`src/length_framed_packet_deframer_unit_macros.svh`:
```
`ifndef LENGTH_FRAMED_PACKET_DEFRAMER_UNIT_MACROS_SVH
`define LENGTH_FRAMED_PACKET_DEFRAMER_UNIT_MACROS_SVH

// Same-cycle implication, checked on i_clk outside of reset.
`define LFPD_ASSERT_NOW(lbl, ante, cons, msg) \
    lbl: assert property (@(posedge i_clk) disable iff (!i_rst_n) (ante) |-> (cons)) \
        else $error(msg);

// Next-cycle implication, checked on i_clk outside of reset.
`define LFPD_ASSERT_NEXT(lbl, ante, cons, msg) \
    lbl: assert property (@(posedge i_clk) disable iff (!i_rst_n) (ante) |=> (cons)) \
        else $error(msg);

`endif

```
`src/lfpd_pkg.sv`:
```
`default_nettype none

package lfpd_pkg;

    localparam int BYTE_W = 8;
    localparam int POS_W  = 6;
    localparam int LEN_W  = 7;

    // Register indexes on the configuration port
    localparam logic [1:0] REG_START_MARKER   = 2'd0;
    localparam logic [1:0] REG_TRAILER_FIRST  = 2'd1;
    localparam logic [1:0] REG_TRAILER_SECOND = 2'd2;

    localparam logic [BYTE_W-1:0] RST_START_MARKER   = 8'd170;
    localparam logic [BYTE_W-1:0] RST_TRAILER_FIRST  = 8'd13;
    localparam logic [BYTE_W-1:0] RST_TRAILER_SECOND = 8'd10;

    typedef struct packed {
        logic [BYTE_W-1:0] start_marker;
        logic [BYTE_W-1:0] trailer_first;
        logic [BYTE_W-1:0] trailer_second;
    } t_cfg;

    typedef enum logic [4:0] {
        PH_IDLE    = 5'b00001,
        PH_LENGTH  = 5'b00010,
        PH_PAYLOAD = 5'b00100,
        PH_TRAIL1  = 5'b01000,
        PH_TRAIL2  = 5'b10000
    } t_phase;

endpackage

`default_nettype wire

```
`src/lfpd_if.sv`:
```
`default_nettype none

interface lfpd_rx_if;
    logic                        valid;
    logic                        ready;
    logic [lfpd_pkg::BYTE_W-1:0] rx_byte;

    modport source (output valid, output rx_byte, input ready);
    modport sink   (input valid, input rx_byte, output ready);
endinterface

interface lfpd_pl_if;
    logic                        valid;
    logic                        ready;
    logic [lfpd_pkg::BYTE_W-1:0] payload_byte;
    logic [lfpd_pkg::POS_W-1:0]  byte_position;
    logic [lfpd_pkg::LEN_W-1:0]  frame_length;
    logic                        last_of_frame;

    modport source (output valid, output payload_byte, output byte_position,
                    output frame_length, output last_of_frame, input ready);
    modport sink   (input valid, input payload_byte, input byte_position,
                    input frame_length, input last_of_frame, output ready);
endinterface

`default_nettype wire

```
`src/lfpd_cfg_regs.sv`:
```
`default_nettype none

module lfpd_cfg_regs (
    input  wire logic           i_clk,
    input  wire logic           i_rst_n,
    input  wire logic           psel,
    input  wire logic           penable,
    input  wire logic           pwrite,
    input  wire logic [3:0]     paddr,
    input  wire logic [31:0]    pwdata,
    output logic      [31:0]    prdata,
    output logic                pready,
    output lfpd_pkg::t_cfg      o_cfg
);

    lfpd_pkg::t_cfg r_cfg;
    logic           wr_en;
    logic [1:0]     reg_idx;

    assign pready  = 1'b1;
    assign reg_idx = paddr[3:2];
    assign wr_en   = psel && penable && pwrite;

    always_ff @(posedge i_clk) begin
        if (!i_rst_n) begin
            r_cfg.start_marker   <= lfpd_pkg::RST_START_MARKER;
            r_cfg.trailer_first  <= lfpd_pkg::RST_TRAILER_FIRST;
            r_cfg.trailer_second <= lfpd_pkg::RST_TRAILER_SECOND;
        end else if (wr_en) begin
            case (reg_idx)
                lfpd_pkg::REG_START_MARKER: begin
                    r_cfg.start_marker <= pwdata[7:0];
                end
                lfpd_pkg::REG_TRAILER_FIRST: begin
                    r_cfg.trailer_first <= pwdata[7:0];
                end
                lfpd_pkg::REG_TRAILER_SECOND: begin
                    r_cfg.trailer_second <= pwdata[7:0];
                end
                default: begin
                    // drop writes beyond the register list
                end
            endcase
        end
    end

    always_comb begin
        case (reg_idx)
            lfpd_pkg::REG_START_MARKER:   prdata = {24'd0, r_cfg.start_marker};
            lfpd_pkg::REG_TRAILER_FIRST:  prdata = {24'd0, r_cfg.trailer_first};
            lfpd_pkg::REG_TRAILER_SECOND: prdata = {24'd0, r_cfg.trailer_second};
            default:                      prdata = 32'd0;
        endcase
    end

    assign o_cfg = r_cfg;

endmodule

`default_nettype wire

```
`src/length_framed_packet_deframer_unit.sv`:
```
`default_nettype none

// Frame deframer: bytes arrive on i_rx as start marker, length, payload and two
// trailer bytes. While no frame is being read out, one byte is taken every
// cycle; payload bytes are written to a MAX_PAYLOAD x 8 store. After a matching
// second trailer byte the payload is read back from the store and sent on o_pl,
// each byte passing through a store read and then the output register; the
// input is held off until the store has been read out, and an empty frame
// sends a zero byte. Mismatching trailers or lengths above MAX_PAYLOAD drop the frame.
// Registers: start_marker at 0x0, trailer_first at 0x4, trailer_second at 0x8.

`include "length_framed_packet_deframer_unit_macros.svh"

module length_framed_packet_deframer_unit #(
    parameter int MAX_PAYLOAD = 64
) (
    input  wire logic        i_clk,
    input  wire logic        i_rst_n,
    lfpd_rx_if.sink          i_rx,
    lfpd_pl_if.source        o_pl,
    input  wire logic        psel,
    input  wire logic        penable,
    input  wire logic        pwrite,
    input  wire logic [3:0]  paddr,
    input  wire logic [31:0] pwdata,
    output logic      [31:0] prdata,
    output logic             pready
);

    localparam int AW = (MAX_PAYLOAD > 1) ? $clog2(MAX_PAYLOAD) : 1;
    localparam logic [lfpd_pkg::BYTE_W-1:0] MAX_LEN_B = lfpd_pkg::BYTE_W'(MAX_PAYLOAD);

    lfpd_pkg::t_cfg cfg;

    lfpd_cfg_regs u_regs (
        .i_clk   (i_clk),
        .i_rst_n (i_rst_n),
        .psel    (psel),
        .penable (penable),
        .pwrite  (pwrite),
        .paddr   (paddr),
        .pwdata  (pwdata),
        .prdata  (prdata),
        .pready  (pready),
        .o_cfg   (cfg)
    );

    // Parser state
    lfpd_pkg::t_phase                r_phase, n_phase;
    logic [lfpd_pkg::LEN_W-1:0]      r_exp_len, n_exp_len;
    logic [lfpd_pkg::LEN_W-1:0]      r_rcv_cnt, n_rcv_cnt;
    logic                            store_we;
    logic                            commit;

    // Payload store
    logic [lfpd_pkg::BYTE_W-1:0]     r_store [MAX_PAYLOAD];
    logic [lfpd_pkg::BYTE_W-1:0]     r_rd_data;

    // Readout sequencer
    logic                            r_rd_active;
    logic [lfpd_pkg::LEN_W-1:0]      r_rd_cnt;
    logic [lfpd_pkg::LEN_W-1:0]      r_rd_len;
    logic                            r_pend;
    logic [lfpd_pkg::POS_W-1:0]      r_pend_pos;
    logic                            r_pend_last;
    logic                            rd_issue;
    logic                            rd_last;
    logic [lfpd_pkg::LEN_W-1:0]      rd_cnt_inc;

    // Output register
    logic                            r_out_valid;
    logic [lfpd_pkg::BYTE_W-1:0]     r_out_byte;
    logic [lfpd_pkg::POS_W-1:0]      r_out_pos;
    logic [lfpd_pkg::LEN_W-1:0]      r_out_len;
    logic                            r_out_last;

    logic                            busy;
    logic                            rx_xfer;
    logic [lfpd_pkg::BYTE_W-1:0]     rx_b;

    // Hold off input until the store has been read out
    assign busy       = r_rd_active || r_pend;
    assign i_rx.ready = !busy;
    assign rx_xfer    = i_rx.valid && !busy;
    assign rx_b       = i_rx.rx_byte;

    always_comb begin
        n_phase   = r_phase;
        n_exp_len = r_exp_len;
        n_rcv_cnt = r_rcv_cnt;
        store_we  = 1'b0;
        commit    = 1'b0;
        if (rx_xfer) begin
            case (r_phase)
                lfpd_pkg::PH_LENGTH: begin
                    n_rcv_cnt = '0;
                    if (rx_b > MAX_LEN_B) begin
                        n_exp_len = '0;
                        n_phase   = lfpd_pkg::PH_IDLE;
                    end else begin
                        n_exp_len = rx_b[lfpd_pkg::LEN_W-1:0];
                        n_phase   = (rx_b == 8'd0) ? lfpd_pkg::PH_TRAIL1
                                                   : lfpd_pkg::PH_PAYLOAD;
                    end
                end
                lfpd_pkg::PH_PAYLOAD: begin
                    store_we  = 1'b1;
                    n_rcv_cnt = r_rcv_cnt + 7'd1;
                    if (n_rcv_cnt >= r_exp_len) begin
                        n_phase = lfpd_pkg::PH_TRAIL1;
                    end
                end
                lfpd_pkg::PH_TRAIL1: begin
                    n_phase = (rx_b == cfg.trailer_first) ? lfpd_pkg::PH_TRAIL2
                                                          : lfpd_pkg::PH_IDLE;
                end
                lfpd_pkg::PH_TRAIL2: begin
                    n_phase = lfpd_pkg::PH_IDLE;
                    commit  = (rx_b == cfg.trailer_second);
                end
                default: begin
                    n_phase = (rx_b == cfg.start_marker) ? lfpd_pkg::PH_LENGTH
                                                         : lfpd_pkg::PH_IDLE;
                end
            endcase
        end
    end

    always_ff @(posedge i_clk) begin
        if (!i_rst_n) begin
            r_phase   <= lfpd_pkg::PH_IDLE;
            r_exp_len <= '0;
            r_rcv_cnt <= '0;
        end else begin
            r_phase   <= n_phase;
            r_exp_len <= n_exp_len;
            r_rcv_cnt <= n_rcv_cnt;
        end
    end

    // Issue a read only when the output register is free by the time data returns
    assign rd_issue   = r_rd_active && !r_pend && (!r_out_valid || o_pl.ready);
    assign rd_cnt_inc = r_rd_cnt + 7'd1;
    assign rd_last    = (rd_cnt_inc >= r_rd_len);

    always_ff @(posedge i_clk) begin
        if (store_we) begin
            r_store[r_rcv_cnt[AW-1:0]] <= rx_b;
        end
        if (rd_issue) begin
            r_rd_data <= r_store[r_rd_cnt[AW-1:0]];
        end
    end

    always_ff @(posedge i_clk) begin
        if (!i_rst_n) begin
            r_rd_active <= 1'b0;
            r_pend      <= 1'b0;
        end else begin
            if (commit) begin
                r_rd_active <= 1'b1;
            end else if (rd_issue && rd_last) begin
                r_rd_active <= 1'b0;
            end
            r_pend <= rd_issue;
        end
    end

    always_ff @(posedge i_clk) begin
        if (commit) begin
            r_rd_cnt <= '0;
            r_rd_len <= r_exp_len;
        end else if (rd_issue) begin
            r_rd_cnt <= rd_cnt_inc;
        end
        if (rd_issue) begin
            r_pend_pos  <= r_rd_cnt[lfpd_pkg::POS_W-1:0];
            r_pend_last <= rd_last;
        end
    end

    always_ff @(posedge i_clk) begin
        if (!i_rst_n) begin
            r_out_valid <= 1'b0;
        end else if (r_pend) begin
            r_out_valid <= 1'b1;
        end else if (o_pl.ready) begin
            r_out_valid <= 1'b0;
        end
    end

    always_ff @(posedge i_clk) begin
        if (r_pend) begin
            // an empty frame carries a zero byte, not store contents
            r_out_byte <= (r_rd_len == 7'd0) ? 8'd0 : r_rd_data;
            r_out_pos  <= r_pend_pos;
            r_out_len  <= r_rd_len;
            r_out_last <= r_pend_last;
        end
    end

    assign o_pl.valid         = r_out_valid;
    assign o_pl.payload_byte  = r_out_byte;
    assign o_pl.byte_position = r_out_pos;
    assign o_pl.frame_length  = r_out_len;
    assign o_pl.last_of_frame = r_out_last;

    `LFPD_ASSERT_NOW(a_pend_slot_free, r_pend, (!r_out_valid || o_pl.ready), "output overrun")
    `LFPD_ASSERT_NOW(a_no_write_in_readout, store_we, (!r_rd_active && !r_pend), "store hazard")
    `LFPD_ASSERT_NOW(a_last_pos, (r_out_valid && r_out_last), ((r_out_len == 7'd0 && r_out_pos == 6'd0) || ({1'b0, r_out_pos} + 7'd1 == r_out_len)), "bad last")
    `LFPD_ASSERT_NEXT(a_commit_starts, commit, (r_rd_active && r_rd_cnt == 7'd0), "no readout")

endmodule

`default_nettype wire

```
`src/flat_wrapper.sv`:
```
// flat-port wrapper written by rule: the top's interface ports become plain ports
module length_framed_packet_deframer_unit_flat 
#(
    parameter int MAX_PAYLOAD = 64
)
  (i_clk, i_rst_n, psel, penable, pwrite, paddr, pwdata, prdata, pready, i_rx_valid, i_rx_rx_byte, i_rx_ready, o_pl_valid, o_pl_payload_byte, o_pl_byte_position, o_pl_frame_length, o_pl_last_of_frame, o_pl_ready);
  lfpd_rx_if i_rx_i ();
  lfpd_pl_if o_pl_i ();
  input  wire logic i_clk;
  input  wire logic i_rst_n;
  input  wire logic psel;
  input  wire logic penable;
  input  wire logic pwrite;
  input  wire logic [3:0] paddr;
  input  wire logic [31:0] pwdata;
  output logic      [31:0] prdata;
  output logic pready;
  input wire logic [$bits(i_rx_i.valid)-1:0] i_rx_valid;
  input wire logic [$bits(i_rx_i.rx_byte)-1:0] i_rx_rx_byte;
  output wire logic [$bits(i_rx_i.ready)-1:0] i_rx_ready;
  output wire logic [$bits(o_pl_i.valid)-1:0] o_pl_valid;
  output wire logic [$bits(o_pl_i.payload_byte)-1:0] o_pl_payload_byte;
  output wire logic [$bits(o_pl_i.byte_position)-1:0] o_pl_byte_position;
  output wire logic [$bits(o_pl_i.frame_length)-1:0] o_pl_frame_length;
  output wire logic [$bits(o_pl_i.last_of_frame)-1:0] o_pl_last_of_frame;
  input wire logic [$bits(o_pl_i.ready)-1:0] o_pl_ready;
  assign i_rx_i.valid = i_rx_valid;
  assign i_rx_i.rx_byte = i_rx_rx_byte;
  assign i_rx_ready = i_rx_i.ready;
  assign o_pl_valid = o_pl_i.valid;
  assign o_pl_payload_byte = o_pl_i.payload_byte;
  assign o_pl_byte_position = o_pl_i.byte_position;
  assign o_pl_frame_length = o_pl_i.frame_length;
  assign o_pl_last_of_frame = o_pl_i.last_of_frame;
  assign o_pl_i.ready = o_pl_ready;
  length_framed_packet_deframer_unit #(.MAX_PAYLOAD(MAX_PAYLOAD)) u_core (.i_clk(i_clk), .i_rst_n(i_rst_n), .i_rx(i_rx_i), .o_pl(o_pl_i), .psel(psel), .penable(penable), .pwrite(pwrite), .paddr(paddr), .pwdata(pwdata), .prdata(prdata), .pready(pready));
endmodule
```
`config.mk`:
```
export PLATFORM = sky130hd
export DESIGN_NAME = length_framed_packet_deframer_unit_flat
export DESIGN_NICKNAME = d
export VERILOG_FILES = /design/src/lfpd_pkg.sv /design/src/lfpd_if.sv /design/src/lfpd_cfg_regs.sv /design/src/length_framed_packet_deframer_unit.sv /design/src/flat_wrapper.sv
export VERILOG_INCLUDE_DIRS = /design/src /design/src/src
export SDC_FILE = /design/constraint.sdc
export NUM_CORES = 1
export LEC_CHECK = 0
export ABC_AREA = 1
export BUFFER_PORTS_ARGS = -buffer_cell sky130_fd_sc_hd__buf_4
export CORE_MARGIN = 10
export CORE_UTILIZATION = 56
export CTS_CLUSTER_SIZE = 8
export DETAILED_ROUTE_END_ITERATION = 10
export GPL_TIMING_DRIVEN = 0
export HOLD_SLACK_MARGIN = 0.15
export PLACE_DENSITY_LB_ADDON = 0.08
export SLEW_MARGIN = 20
export SYNTH_ARGS = -nofsm -noshare
export SYNTH_HDL_FRONTEND = slang
export SYNTH_SLANG_ARGS = --single-unit
```
`constraint.sdc`:
```
create_clock -name i_clk -period 2.1 [get_ports i_clk]
set_clock_uncertainty 0.1 [all_clocks]
set_input_delay 0.105 -clock i_clk [delete_from_list [all_inputs] [get_ports i_clk]]
set_output_delay 0.105 -clock i_clk [all_outputs]
set_load 0.02 [all_outputs]
```
==> impl_metrics.csv <==
group,metric,value,unit
placement,gp_congestion,0.984,
sta,setup_viol,41,
power,power.density,737,nW/µm²
worst_hold_path,min_path_type,"in -> reg",
clock_network,htree_levels,3,
yosys,async_reset_ff_frac,0,
sta,min_period,2340,ps
power,p_switching,5.38,mW
floorplanning,fp.dieH,240,µm
yosys,yosys_register_bits,609,
yosys,yosysSeqAreaShare,0.656,
run,drv_cap,0,
routing,route.detailed.drc,0,
yosys,yosys_warnings,0,
yosys,synth_compound_area_frac,0.0290,
floorplanning,die_area,57600,µm²
final_layout,final_cell_mix,"nand2_1 (587), edfxtp_1 (556), inv_1 (373), nand3_1 (273), nand3_2 (154)",
global_route,grt_pass1_wl,128,mm
sta,timing.final.crit_share,1.12,
sta,setup_ws,-244,ps
floorplanning,die_x,240,µm
yosys,synth_flop_cell,"edfxtp_1",
sta,tightest_slew,1030,ps
floorplanning,core-area,47700,µm²
worst_setup_path,r2r_cells,13,
clock_network,clock_sinks,609,
final_layout,design_area,35800,µm²
power,power_leakage,14.4,nW
power,p_seq_frac,0.502,
final_layout,antenna_cells,0,
routing,detail_route.wirelength,89.5,mm
worst_setup_path,cp.required,2500,ps
run_status,status,"finished with violations",
clock_network,clkTransAtPathRegs,50,ps
yosys,synth_top_family_by_area,"simple AND/OR/NAND/NOR gates",
routing,viasPerCell,5.81,
final_layout,final_layout_size_suffix_gt1_frac,0.274,
placement,post-dp-hpwl,53.8,mm
global_route,antenna_found_initial,2,
worst_hold_path,holdPathStages,4,
worst_setup_path,path_max_fanout,7,
clock_network,numCtsBuffers,86,
floorplanning,rows,80,
worst_setup_path,critPathCaptureType,"register",
sta,hold_viol_final,0,
clock_network,clk_latency,640,ps
yosys,synth_area,27100,µm²
routing,drt-pass1-iter-count,6,
worst_setup_path,r2r-end,"u_core.r_phase[0]",
power,intPower,21.0,mW
placement,dp_cells,3284,
global_route,grt_pass1_vias,20500,
yosys,synth_area_per_cell,10.5,µm²
floorplanning,initial_utilization,0.567,
worst_setup_path,arrival,2750,ps
run_status,failed_checks,"setup timing",
yosys,synthSimpleGateAreaFrac,0.213,
yosys,muxShareOfSynthArea,0,
worst_hold_path,min_from,"pwdata[4]",
floorplanning,ios,108,
yosys,synth_edf_count,556,
global_route,grt_usage,0.304,
worst_setup_path,worst-r2r-setup-slack,-240,ps
yosys,synthDistinctLibCells,37,
final_layout,finalNonFillerCells,3594,
worst_setup_path,path_class,"reg -> reg",
yosys,synth-xor-area-share,0.00905,
worst_setup_path,r2r-start,"u_core.r_rcv_cnt[1]",
worst_hold_path,min_to,"u_core.u_regs.o_cfg[12]",
yosys,synth_adder_area_share,0.00785,
clock_network,clockBufferDepth,3,
yosys,syn_inst,2591,
final_layout,syn_to_final_growth,32.2,%
sta,finalMaxSlewViolations,0,
power,p_clk_frac,0.472,
final_layout,final_core_util,0.750,
clock_network,cts.root.buffer_cell,"clkbuf_16",
worst_setup_path,cp-start-kind,"register",
power,total_power,26.4,mW
worst_setup_path,crit_path_start,"u_core.r_rcv_cnt[1]",
placement,portBuffers,55,
power,netSwitchingFraction,0.204,
global_route,overflow,0,
clock_network,cts_tree,"built",
power,pwr-share-comb,0.026,
sta,max_freq,427,MHz
sta,timing.hold.ws,173,ps
sta,max-slew-margin-rel,0.313,
placement,postPlaceCellArea,28700,µm²
power,max-vdd-ir-drop,723,µV
routing,vias,20900,
sta,rsz0062_at_grt,"true",
routing,drtIter0Drc,2656,
final_layout,nNetsFinal,3019,
routing,wl_per_cell,24.9,µm
final_layout,final_common_cell,"nand2_1",
routing,ant_nets,0,
global_route,grt_start_max_net_pins,66,
==> synth_stat cells (21+ instances only) <==
cell type | n | share of area
dfxtp_1 | 53 | 0.039
o21ai_0 | 30 | 0.0055
o211ai_2 | 24 | 0.011
buf_4 | 34 | 0.0094
clkbuf_1 | 33 | 0.0046
inv_1 | 378 | 0.052
edfxtp_1 | 556 | 0.62
nand3_1 | 442 | 0.082
buf_2 | 57 | 0.011
nand2_1 | 605 | 0.084
a21oi_1 | 31 | 0.0057
xnor2_1 | 21 | 0.0068
or2_2 | 43 | 0.0099
o211ai_1 | 23 | 0.0064
or2_1 | 24 | 0.0055
nor2_1 | 148 | 0.021
==> cell families (layout without fill, tap and decap cells) <==
kind of cell             Yosys count  count (layout)
flip-flops                       609             609
AO/OA/AOI/OAI                    109             109
buffers and inverters            532             897
adder cells (fa/ha/maj)           17              17
AND/OR/NAND/NOR                 1294            1294
XOR/XNOR                          28              28
other                              2              25
==> sequential cells by signal, indices dropped and copies added (netlist names) <==
name / flops
u_core.r_store: 512
u_core.o_pl.payload_byte: 8
u_core.o_pl.valid: 1
u_core.o_pl.last_of_frame: 1
u_core.r_phase: 5
u_core.r_rcv_cnt: 7
u_core.r_exp_len: 7
u_core.o_pl.byte_position: 6
u_core.o_pl.frame_length: 7
u_core.r_pend_last: 1
u_core.r_pend: 1
u_core.r_rd_active: 1
u_core.r_rd_cnt: 7
u_core.r_rd_len: 7
u_core.r_pend_pos: 6
u_core.u_regs.o_cfg: 24
u_core.r_rd_data: 8
==> repair_timing <==
action / CTS / global route
setup buffers: 114 / 16
hold buffers: 55 / 0
pin swaps: 104 / 92
hold endpoints to repair: 564 / 0
cloned: 2 / 9
resized for setup: 297 / 224
setup endpoints to repair: 555 / 545
==> how the worst max path moves through the flow <==
stage	endpoint	slack [ps]	cells past startpoint
final	u_core.r_phase[0]	-240	13
after detailed placement	u_core.r_store[37][4]	-710	7
after CTS	u_core.r_phase[1]	-130	15
after global placement	u_core.r_rd_data[1]	-680	7
after floorplan	u_core.r_store[13][0]	-130	7
after global routing	u_core.r_phase[0]	-380	13
==> power by group through the flow <==
| stage | combinational [mW] | clock, mW | sequential (mW) |
|---|---|---|---|
| 6_report | 0.694 | 12.5 | 13.2 |
| 5_1_grt | 0.730 | 13.0 | 13.2 |
| 4_1_cts | 0.655 | 12.5 | 13.2 |
| 3_5_place_dp | 0.532 | 0 | 13.5 |
| 3_3_place_gp | 0.524 | 0 | 13.5 |
| 2_1_floorplan | 0.224 | 0 | 13.5 |
==> layer usage <==
metal	wire, µm	share of wire	GRT usage
met4	5290	0.059	0.180
met5	12	0.00013	0
met3	9800	0.11	0.0610
met1	32600	0.36	0.383
met2	41800	0.47	0.482
==> per-stage QoR <==
stage | worst slack, ps | setup TNS (ps)
after floorplan | -128 | -8590
after global placement | -681 | -193100
after detailed placement | -707 | -232610
after CTS | -130 | -1890
after global routing | -377 | -3920
final | -244 | -2220
==> critical path: stages (launching register included) <==
cell     delay [ps]
dfxtp_4         370
ha_4            140
nand2_2          80
nor2_4          150
xor2_1          230
inv_1           140
ha_4            300
nand2_1          50
nor2_1          110
nand2_1          80
nand4_1         130
nand2_2         130
a21oi_1         150
nand2_1          70
==> final cells by class <==
type,count,area (µm²)
plain buffers,144,1420
clock buffers,112,2310
repair buffers,250,3090
fillers,3039,11900
inverters,387,1480
flip-flops and latches,609,17800
well taps,615,769
multi-input cells,1473,8900
clock inverters,4,50.0
Note: power is estimated with default switching activity, not from simulation.
